[src/sv/delta_list_sleep_queue_defines.svh]
// ----------------------------------------------------------------------------
// delta_list_sleep_queue_defines
// Assertion macros for the sleep queue.
// ----------------------------------------------------------------------------
`ifndef DELTA_LIST_SLEEP_QUEUE_DEFINES_SVH
`define DELTA_LIST_SLEEP_QUEUE_DEFINES_SVH
`ifndef SYNTHESIS
`define DLSQ_ASSERT_NOW(lbl, clk, rst, a, b) \
  lbl: assert property (@(posedge clk) disable iff (rst) (a) |-> (b)) \
    else $error("assertion failed");
`define DLSQ_ASSERT_NEXT(lbl, clk, rst, a, b) \
  lbl: assert property (@(posedge clk) disable iff (rst) (a) |=> (b)) \
    else $error("assertion failed");
`else
`define DLSQ_ASSERT_NOW(lbl, clk, rst, a, b)
`define DLSQ_ASSERT_NEXT(lbl, clk, rst, a, b)
`endif
`endif

[src/sv/dlsq_pkg.sv]
// ----------------------------------------------------------------------------
// dlsq_pkg
// Types and constants of the delta-list sleep queue.
// ----------------------------------------------------------------------------
package dlsq_pkg;

  localparam int unsigned CAPACITY_DEF  = 32;
  localparam int unsigned TIME_BITS_DEF = 16;
  localparam int unsigned ID_BITS_DEF   = 8;

  typedef enum logic [2:0] {
    KIND_ACCEPT  = 3'd0,
    KIND_FULL    = 3'd1,
    KIND_ZERO    = 3'd2,
    KIND_WOKEN   = 3'd3,
    KIND_NO_WAKE = 3'd4
  } kind_t;

  typedef enum logic [3:0] {
    ST_IDLE,
    ST_WK_RD,
    ST_WK_CHK,
    ST_SH_RD,
    ST_SH_WR,
    ST_FIX,
    ST_PUT,
    ST_DONE,
    ST_TK_RD,
    ST_TK_CHK,
    ST_TK_END
  } state_t;

endpackage

[src/sv/dlsq_mem.sv]
// ----------------------------------------------------------------------------
// dlsq_mem
// Entry memory: one write port, one read port, registered read data.
// ----------------------------------------------------------------------------
module dlsq_mem #(
  parameter int unsigned DEPTH = 32,
  parameter int unsigned WIDTH = 24,
  localparam int unsigned AW = $clog2(DEPTH)
) (
  input  logic             clk,
  input  logic             we,
  input  logic [AW-1:0]    waddr,
  input  logic [WIDTH-1:0] wdata,
  input  logic [AW-1:0]    raddr,
  output logic [WIDTH-1:0] rdata
);

  logic [WIDTH-1:0] mem [DEPTH];

  always_ff @(posedge clk) begin
    if (we) begin
      mem[waddr] <= wdata;
    end
    rdata <= mem[raddr];
  end

endmodule

[src/sv/dlsq_ctrl.sv]
// ----------------------------------------------------------------------------
// dlsq_ctrl
// Sequencer: walks, shifts and pops the circular delta list in memory.
// ----------------------------------------------------------------------------
module dlsq_ctrl #(
  parameter int unsigned CAPACITY  = dlsq_pkg::CAPACITY_DEF,
  parameter int unsigned TIME_BITS = dlsq_pkg::TIME_BITS_DEF,
  parameter int unsigned ID_BITS   = dlsq_pkg::ID_BITS_DEF,
  localparam int unsigned AW = $clog2(CAPACITY),
  localparam int unsigned CW = $clog2(CAPACITY + 1),
  localparam int unsigned EW = ID_BITS + TIME_BITS
) (
  input  logic                 clk,
  input  logic                 rst,
  input  logic                 in_valid,
  output logic                 in_stall,
  input  logic                 func,
  input  logic [ID_BITS-1:0]   thread_id,
  input  logic [TIME_BITS-1:0] sleep_ticks,
  output logic                 out_valid,
  input  logic                 out_stall,
  output dlsq_pkg::kind_t      kind,
  output logic [ID_BITS-1:0]   woken_id,
  output logic                 last,
  output logic                 queue_empty,
  output logic [CW-1:0]        occupancy,
  output logic                 mem_we,
  output logic [AW-1:0]        mem_waddr,
  output logic [EW-1:0]        mem_wdata,
  output logic [AW-1:0]        mem_raddr,
  input  logic [EW-1:0]        mem_rdata
);
  import dlsq_pkg::*;

  state_t               state, state_next;
  logic [AW-1:0]        head, head_next;
  logic [CW-1:0]        count, count_next;
  logic [CW-1:0]        idx, idx_next;
  logic [CW-1:0]        pos, pos_next;
  logic [TIME_BITS-1:0] cum, cum_next;
  logic [ID_BITS-1:0]   tid, tid_next;
  logic [TIME_BITS-1:0] tval, tval_next;
  logic [EW-1:0]        sav, sav_next;
  logic                 first, first_next;
  logic                 pend, pend_next;
  logic [ID_BITS-1:0]   pend_id, pend_id_next;
  logic [CW-1:0]        pend_occ, pend_occ_next;
  kind_t                res_kind, res_kind_next;

  logic                 ld, ld_last;
  kind_t                ld_kind;
  logic [ID_BITS-1:0]   ld_id;
  logic [CW-1:0]        ld_occ;
  logic                 free;
  logic [CW-1:0]        ra_l, wa_l;
  logic [ID_BITS-1:0]   rd_id;
  logic [TIME_BITS-1:0] rd_dlt, dec, nd;
  logic [TIME_BITS:0]   sum;

  function automatic logic [AW-1:0] phys(input logic [AW-1:0] h, input logic [CW-1:0] l);
    logic [CW:0] s;
    s = {1'b0, CW'(h)} + {1'b0, l};
    if (s >= (CW+1)'(CAPACITY)) begin
      s = s - (CW+1)'(CAPACITY);
    end
    return s[AW-1:0];
  endfunction

  assign rd_id     = mem_rdata[EW-1:TIME_BITS];
  assign rd_dlt    = mem_rdata[TIME_BITS-1:0];
  assign dec       = first ? rd_dlt - TIME_BITS'(1) : rd_dlt;
  assign nd        = tval - cum;
  assign sum       = {1'b0, cum} + {1'b0, rd_dlt};
  assign free      = !out_valid || !out_stall;
  assign in_stall  = (state != ST_IDLE);
  assign mem_raddr = phys(head, ra_l);
  assign mem_waddr = phys(head, wa_l);

  always_comb begin
    state_next    = state;
    head_next     = head;
    count_next    = count;
    idx_next      = idx;
    pos_next      = pos;
    cum_next      = cum;
    tid_next      = tid;
    tval_next     = tval;
    sav_next      = sav;
    first_next    = first;
    pend_next     = pend;
    pend_id_next  = pend_id;
    pend_occ_next = pend_occ;
    res_kind_next = res_kind;
    ld            = 1'b0;
    ld_kind       = KIND_ACCEPT;
    ld_id         = '0;
    ld_last       = 1'b1;
    ld_occ        = count;
    ra_l          = idx;
    wa_l          = idx;
    mem_we        = 1'b0;
    mem_wdata     = mem_rdata;
    case (state)
      ST_IDLE: begin
        if (in_valid) begin
          tid_next  = thread_id;
          tval_next = sleep_ticks;
          idx_next  = '0;
          cum_next  = '0;
          if (func == 1'b0) begin
            if (count == CW'(CAPACITY)) begin
              res_kind_next = KIND_FULL;
              state_next    = ST_DONE;
            end else if (sleep_ticks == '0) begin
              res_kind_next = KIND_ZERO;
              state_next    = ST_DONE;
            end else begin
              state_next = ST_WK_RD;
            end
          end else begin
            if (count == '0) begin
              res_kind_next = KIND_NO_WAKE;
              state_next    = ST_DONE;
            end else begin
              first_next = 1'b1;
              state_next = ST_TK_RD;
            end
          end
        end
      end
      ST_WK_RD: begin
        if (idx == count) begin
          pos_next   = idx;
          state_next = ST_PUT;
        end else begin
          state_next = ST_WK_CHK;
        end
      end
      ST_WK_CHK: begin
        if (sum <= {1'b0, tval}) begin
          cum_next   = sum[TIME_BITS-1:0];
          idx_next   = idx + CW'(1);
          state_next = ST_WK_RD;
        end else begin
          pos_next = idx;
          sav_next = mem_rdata;
          if (count > idx + CW'(1)) begin
            idx_next   = count - CW'(1);
            state_next = ST_SH_RD;
          end else begin
            state_next = ST_FIX;
          end
        end
      end
      ST_SH_RD: begin
        state_next = ST_SH_WR;
      end
      ST_SH_WR: begin
        mem_we = 1'b1;
        wa_l   = idx + CW'(1);
        if (idx == pos + CW'(1)) begin
          state_next = ST_FIX;
        end else begin
          idx_next   = idx - CW'(1);
          state_next = ST_SH_RD;
        end
      end
      ST_FIX: begin
        mem_we     = 1'b1;
        wa_l       = pos + CW'(1);
        mem_wdata  = {sav[EW-1:TIME_BITS], sav[TIME_BITS-1:0] - nd};
        state_next = ST_PUT;
      end
      ST_PUT: begin
        mem_we        = 1'b1;
        wa_l          = pos;
        mem_wdata     = {tid, nd};
        count_next    = count + CW'(1);
        res_kind_next = KIND_ACCEPT;
        state_next    = ST_DONE;
      end
      ST_DONE: begin
        if (free) begin
          ld         = 1'b1;
          ld_kind    = res_kind;
          state_next = ST_IDLE;
        end
      end
      ST_TK_RD: begin
        ra_l       = '0;
        state_next = ST_TK_CHK;
      end
      ST_TK_CHK: begin
        wa_l      = '0;
        mem_wdata = {rd_id, dec};
        if (dec == '0) begin
          if (!pend || free) begin
            ld            = pend;
            ld_kind       = KIND_WOKEN;
            ld_id         = pend_id;
            ld_last       = 1'b0;
            ld_occ        = pend_occ;
            pend_next     = 1'b1;
            pend_id_next  = rd_id;
            pend_occ_next = count - CW'(1);
            count_next    = count - CW'(1);
            head_next     = (head == AW'(CAPACITY - 1)) ? '0 : head + AW'(1);
            first_next    = 1'b0;
            state_next    = (count == CW'(1)) ? ST_TK_END : ST_TK_RD;
          end
        end else if (pend) begin
          if (free) begin
            ld         = 1'b1;
            ld_kind    = KIND_WOKEN;
            ld_id      = pend_id;
            ld_occ     = pend_occ;
            pend_next  = 1'b0;
            state_next = ST_IDLE;
          end
        end else begin
          mem_we        = first;
          res_kind_next = KIND_NO_WAKE;
          state_next    = ST_DONE;
        end
      end
      ST_TK_END: begin
        if (free) begin
          ld         = 1'b1;
          ld_kind    = KIND_WOKEN;
          ld_id      = pend_id;
          ld_occ     = pend_occ;
          pend_next  = 1'b0;
          state_next = ST_IDLE;
        end
      end
      default: begin
        state_next = ST_IDLE;
      end
    endcase
  end

  always_ff @(posedge clk) begin
    if (rst) begin
      state     <= ST_IDLE;
      head      <= '0;
      count     <= '0;
      pend      <= 1'b0;
      out_valid <= 1'b0;
    end else begin
      state     <= state_next;
      head      <= head_next;
      count     <= count_next;
      pend      <= pend_next;
      out_valid <= ld || (out_valid && out_stall);
    end
  end

  always_ff @(posedge clk) begin
    idx      <= idx_next;
    pos      <= pos_next;
    cum      <= cum_next;
    tid      <= tid_next;
    tval     <= tval_next;
    sav      <= sav_next;
    first    <= first_next;
    pend_id  <= pend_id_next;
    pend_occ <= pend_occ_next;
    res_kind <= res_kind_next;
    if (ld) begin
      kind        <= ld_kind;
      woken_id    <= ld_id;
      last        <= ld_last;
      queue_empty <= (ld_occ == '0);
      occupancy   <= ld_occ;
    end
  end

endmodule

[src/sv/delta_list_sleep_queue.sv]
// Add: walks entries to the insert point, shifts later entries up, fixes the next delta, writes the entry.
// Tick: examines entries from the head, decrementing the first; one result beat per woken thread.
// One item at a time; the entry memory, one read and one write port, sets the pace.
// Results sit in an output register, so the next item is taken while one waits.
// Reset empties the queue (count and head cleared); entry memory is not cleared.
// ----------------------------------------------------------------------------
// delta_list_sleep_queue
// Sleep queue kept as a delta list in a circular entry memory.
// ----------------------------------------------------------------------------
`include "delta_list_sleep_queue_defines.svh"
module delta_list_sleep_queue #(
  parameter int unsigned CAPACITY  = dlsq_pkg::CAPACITY_DEF,
  parameter int unsigned TIME_BITS = dlsq_pkg::TIME_BITS_DEF,
  parameter int unsigned ID_BITS   = dlsq_pkg::ID_BITS_DEF,
  localparam int unsigned CW = $clog2(CAPACITY + 1)
) (
  input  logic                 clk,
  input  logic                 rst,
  input  logic                 in_valid,
  output logic                 in_stall,
  input  logic                 func,
  input  logic [ID_BITS-1:0]   thread_id,
  input  logic [TIME_BITS-1:0] sleep_ticks,
  output logic                 out_valid,
  input  logic                 out_stall,
  output logic [2:0]           kind,
  output logic [ID_BITS-1:0]   woken_id,
  output logic                 last,
  output logic                 queue_empty,
  output logic [CW-1:0]        occupancy
);
  import dlsq_pkg::*;

  localparam int unsigned AW = $clog2(CAPACITY);
  localparam int unsigned EW = ID_BITS + TIME_BITS;

  kind_t         kind_q;
  logic          mem_we;
  logic [AW-1:0] mem_waddr, mem_raddr;
  logic [EW-1:0] mem_wdata, mem_rdata;

  assign kind = kind_q;

  dlsq_ctrl #(
    .CAPACITY (CAPACITY),
    .TIME_BITS(TIME_BITS),
    .ID_BITS  (ID_BITS)
  ) u_ctrl (
    .clk        (clk),
    .rst        (rst),
    .in_valid   (in_valid),
    .in_stall   (in_stall),
    .func       (func),
    .thread_id  (thread_id),
    .sleep_ticks(sleep_ticks),
    .out_valid  (out_valid),
    .out_stall  (out_stall),
    .kind       (kind_q),
    .woken_id   (woken_id),
    .last       (last),
    .queue_empty(queue_empty),
    .occupancy  (occupancy),
    .mem_we     (mem_we),
    .mem_waddr  (mem_waddr),
    .mem_wdata  (mem_wdata),
    .mem_raddr  (mem_raddr),
    .mem_rdata  (mem_rdata)
  );

  dlsq_mem #(
    .DEPTH(CAPACITY),
    .WIDTH(EW)
  ) u_mem (
    .clk  (clk),
    .we   (mem_we),
    .waddr(mem_waddr),
    .wdata(mem_wdata),
    .raddr(mem_raddr),
    .rdata(mem_rdata)
  );

  `DLSQ_ASSERT_NEXT(a_busy_after_accept, clk, rst, in_valid && !in_stall, in_stall)
  `DLSQ_ASSERT_NOW(a_occ_bound, clk, rst, out_valid, occupancy <= CW'(CAPACITY))
  `DLSQ_ASSERT_NOW(a_empty_match, clk, rst, out_valid, queue_empty == (occupancy == '0))
  `DLSQ_ASSERT_NOW(a_single_last, clk, rst, out_valid && kind_q != KIND_WOKEN, last)

endmodule

[config.mk]
export PLATFORM = sky130hd
export DESIGN_NAME = delta_list_sleep_queue
export DESIGN_NICKNAME = d
export VERILOG_FILES = /design/src/sv/dlsq_pkg.sv /design/src/sv/dlsq_mem.sv /design/src/sv/dlsq_ctrl.sv /design/src/sv/delta_list_sleep_queue.sv
export VERILOG_INCLUDE_DIRS = /design/src /design/src/sv
export SDC_FILE = /design/constraint.sdc
export NUM_CORES = 1
export LEC_CHECK = 0
export ABC_CLOCK_PERIOD_IN_PS = 5800
export BUFFER_PORTS_ARGS = -buffer_cell sky130_fd_sc_hd__clkbuf_2
export CORE_MARGIN = 4
export CORE_UTILIZATION = 55
export CTS_BUF_LIST = sky130_fd_sc_hd__clkbuf_4 sky130_fd_sc_hd__clkbuf_8
export CTS_CLUSTER_SIZE = 16
export DETAILED_ROUTE_END_ITERATION = 8
export PLACE_DENSITY = 0.72
export SLEW_MARGIN = 40
export SYNTH_ARGS = -nofsm -noshare
export SYNTH_HDL_FRONTEND = slang
export SYNTH_SLANG_ARGS = --single-unit
[constraint.sdc]
create_clock -name clk -period 5.8 [get_ports clk]
set_clock_uncertainty 0.05 [all_clocks]
set_input_delay 0.87 -clock clk [delete_from_list [all_inputs] [get_ports clk]]
set_output_delay 0.87 -clock clk [all_outputs]
set_load 0.1 [all_outputs]
==> results.json <==
{
  "outcome": "finished clean",
  "crit_slowest_cell": "o31ai_2",
  "cts_buffer_depth": 3,
  "boundaryPins": 50,
  "die-area_um2": 76100,
  "core_region_area_um2": 70600,
  "final_util": 0.636,
  "fin_setup_tns_ns": 0,
  "finalHoldViolCount": 0,
  "ys_async_sr_fraction": 0,
  "nets": 2525,
  "initial_core_util": 0.559,
  "max_slew_margin": 0.413,
  "numCtsBuffers": 149,
  "grt_pass1_wl_mm": 137,
  "place_area_um2": 41900,
  "period_share": 0.919,
  "worst_ep_required_time_ns": 6.23,
  "postCtsSetupBuffers": 0,
  "rsz0062_at_grt": "no",
  "stdcell_area_um2": 44900,
  "critPathLaunch": "u_mem.rdata[0]$_DFF_P_",
  "cts_root_buffer": "clkbuf_8",
  "first_pass_iters": 5,
  "fmax_mhz": 188,
  "die_h_um": 276,
  "synth.net_count": 2337,
  "routed_wl_mm": 91.9,
  "path_buf_inv": 2,
  "slew_viol_final": 0,
  "hold_buffers": 0,
  "htree_num_levels": 4,
  "ys_seq_area_frac": 0.691,
  "die-width_um": 276,
  "clkLatencyLatePin_ns": 0.81,
  "dp_hpwl_mm": 56.3,
  "grt_start_max_net_pins": 66,
  "worstSetupEndpointType": "flop",
  "place.gp.congestion": 0.872,
  "finalSetupViolations": 0,
  "vias": 21700,
  "rr_startpoint": "u_mem.rdata[0]$_DFF_P_",
  "drv_cap": 0,
  "antenna_found_initial": 4,
  "cp_max_fo": 16,
  "port_buffers": 49,
  "critPathMaxStageDelay_ns": 0.62,
  "syn_area_um2": 39500,
  "reg2reg_slack_ns": 0.47,
  "grt_pass1_vias": 21800,
  "cp_common_cell": "a211oi_1",
  "ys_seq_elements": 922,
  "synth_cell_types": 79,
  "nFillCells": 4872,
  "worstPathArrival_ns": 5.76,
  "power_density_nw_per_um2": 573,
  "netlist_instances": 2217,
  "min_path_type": "primary input to flop",
  "period_needed_ns": 5.33,
  "cts_tree": "built",
  "cp-start-kind": "flop",
  "avgSynthCellArea_um2": 17.8,
  "worst_slew_pin_slew_ns": 0.877,
  "multi_input_area_um2": 11900,
  "clkSlewWorstSetupHoldPaths_ns": 0.06,
  "static-leakage-power_nw": 14.9,
  "area_growth_pct": 13.7,
  "drt_iter0_markers": 2604,
  "drive_gt1_frac": 0.284,
  "grtUsageTotal": 0.246,
  "synth-main-ff-cell": "edfxtp_1",
  "crit_type": "flop to flop",
  "grt_overflow": 0,
  "hold_start": "thread_id[1]",
  "ir_worst_vdd_uv": 360,
  "ant_nets": 0,
  "vias_per_cell": 6.27,
  "power_mw": 25.7,
  "cp_top_family": "compound AO/OA/AOI/OAI gates",
  "num_rows": 97,
  "synth_edf_count": 881,
  "cp_cell_sequence": "ha_1 -> fa_1 -> a211oi_1 -> o21bai_1 -> a31o_2 -> a211oi_1 -> o21bai_1 -> a21oi_1 -> xnor2_1 -> ha_1 -> nand2_1 -> nor2_1 -> nand3_1 -> o211ai_1 -> a211oi_1 -> o31ai_2 -> nand2_1 -> inv_1 -> buf_12",
  "cts_resized": 0,
  "hold_slack_ns": 0.231,
  "ys_warn_count": 0,
  "cts.sink_count": 922,
  "post-route-drc-count": 0,
  "seqCellArea_um2": 27300,
  "wire_per_inst_um": 26.5
}
-- through the flow --
stage	worst slack, ns	std cells
final	0.468	3466
after global routing	0.0748	3466
after CTS	0.478	3459
after detailed placement	0.531	3191
after global placement	0.633	3187
after floorplan	0.887	2217
-- synthesized netlist by cell type, types with 4 or more instances --
library cell / count / share of area
xor2_1: 32 / 0.0071
nor2_2: 8 / 0.0013
and3_1: 10 / 0.0016
xnor2_1: 54 / 0.012
o21a_1: 12 / 0.0023
and2_1: 27 / 0.0043
nor4_1: 11 / 0.0017
nand4_1: 10 / 0.0016
o22ai_1: 18 / 0.0029
o221ai_1: 4 / 0.00089
nand2b_1: 19 / 0.0030
buf_1: 18 / 0.0017
or3_1: 9 / 0.0014
mux4_2: 240 / 0.14
o211ai_1: 12 / 0.0023
nand2_1: 71 / 0.0067
buf_2: 7 / 0.00089
edfxtp_1: 881 / 0.67
a211oi_1: 10 / 0.0019
inv_1: 70 / 0.0067
mux2i_1: 9 / 0.0023
a21o_1: 18 / 0.0034
nand3_1: 24 / 0.0030
a221oi_1: 4 / 0.00089
nand3b_1: 6 / 0.0011
a2111oi_0: 5 / 0.0011
o21ai_0: 52 / 0.0066
o22a_1: 4 / 0.00089
nor3_1: 27 / 0.0034
clkbuf_1: 72 / 0.0068
a31oi_1: 6 / 0.00095
nor2b_1: 8 / 0.0013
a21oi_1: 94 / 0.012
or4_1: 4 / 0.00076
nor2_1: 121 / 0.012
fa_1: 5 / 0.0025
ha_1: 86 / 0.027
o31ai_1: 15 / 0.0029
mux2_2: 24 / 0.0068
o21bai_1: 5 / 0.00095
dfxtp_1: 41 / 0.021
-- flip-flops by register name (all words and copies together), names as in the netlist, 8 cells and up --
name / count
u_mem.mem: 768
u_ctrl.sav: 24
u_mem.rdata: 24
u_ctrl.cum: 16
u_ctrl.tval: 16
u_ctrl.pend_id: 8
u_ctrl.tid: 8
u_ctrl.woken_id: 8
-- where the power goes --
group / internal, mW / switching [mW]
Combinational: 4.35 / 6.15
Clock: 2.92 / 2.57
Sequential: 9.23 / 0.495
-- cell usage in the layout (no fill, tap or decap), types with 7 or more instances in the layout --
cell,n
a211oi_1,10
a21o_1,18
a21oi_1,83
a21oi_2,9
and2_1,27
and3_1,10
buf_12,25
buf_4,55
clkbuf_2,49
clkbuf_4,42
clkbuf_8,158
clkinv_1,29
clkinv_2,20
clkinvlp_4,7
dfxtp_1,40
edfxtp_1,881
ha_1,85
inv_1,70
mux2_2,24
mux2i_1,9
mux4_2,240
nand2_1,70
nand2b_1,19
nand3_1,23
nand4_1,10
nor2_1,95
nor2_4,33
nor2b_1,8
nor3_1,27
nor4_1,11
o211ai_1,12
o21a_1,9
o21ai_0,51
o22ai_1,18
o31ai_1,14
or3_1,9
xnor2_1,51
xor2_1,32
-- final timing paths --
path / to / cells past startpoint
worst max-delay path: u_ctrl.sav[15]$_DFFE_PP_ / 19
worst min-delay path: u_ctrl.tid[1]$_DFFE_PP_ / 1
worst max register to register: u_ctrl.sav[15]$_DFFE_PP_ / 19
worst min register to register: u_ctrl.woken_id[7]$_DFFE_PP_ / 1
-- cell type report --
| type | instances | share of cell area |
|---|---|---|
| sequential | 922 | 0.608 |
| antenna | 4 | 0.000223 |
| tap | 940 | 0.0262 |
| clock buffer | 200 | 0.0555 |
| inverter | 70 | 0.00585 |
| clock inverter | 68 | 0.0103 |
| multi-input combinational | 1126 | 0.266 |
| timing repair buffer | 136 | 0.0289 |
-- kinds of logic after synthesis --
logic type	share of synthesized area
multiplexers	0.147
flip-flops	0.691
AO/OA/AOI/OAI	0.0493
buffers and inverters	0.0167
AND/OR/NAND/NOR	0.0475
XOR/XNOR	0.0191
adder cells (fa/ha/maj)	0.0298
-- routing by layer --
metal,GRT usage,share of wire,up-vias
met1,0.348,0.41,11200
li1,-,-,9374
met3,0.0458,0.079,160
met5,0,0,-
met2,0.393,0.49,1014
met4,0.0808,0.024,0
Power figures use the tool's default switching activity.
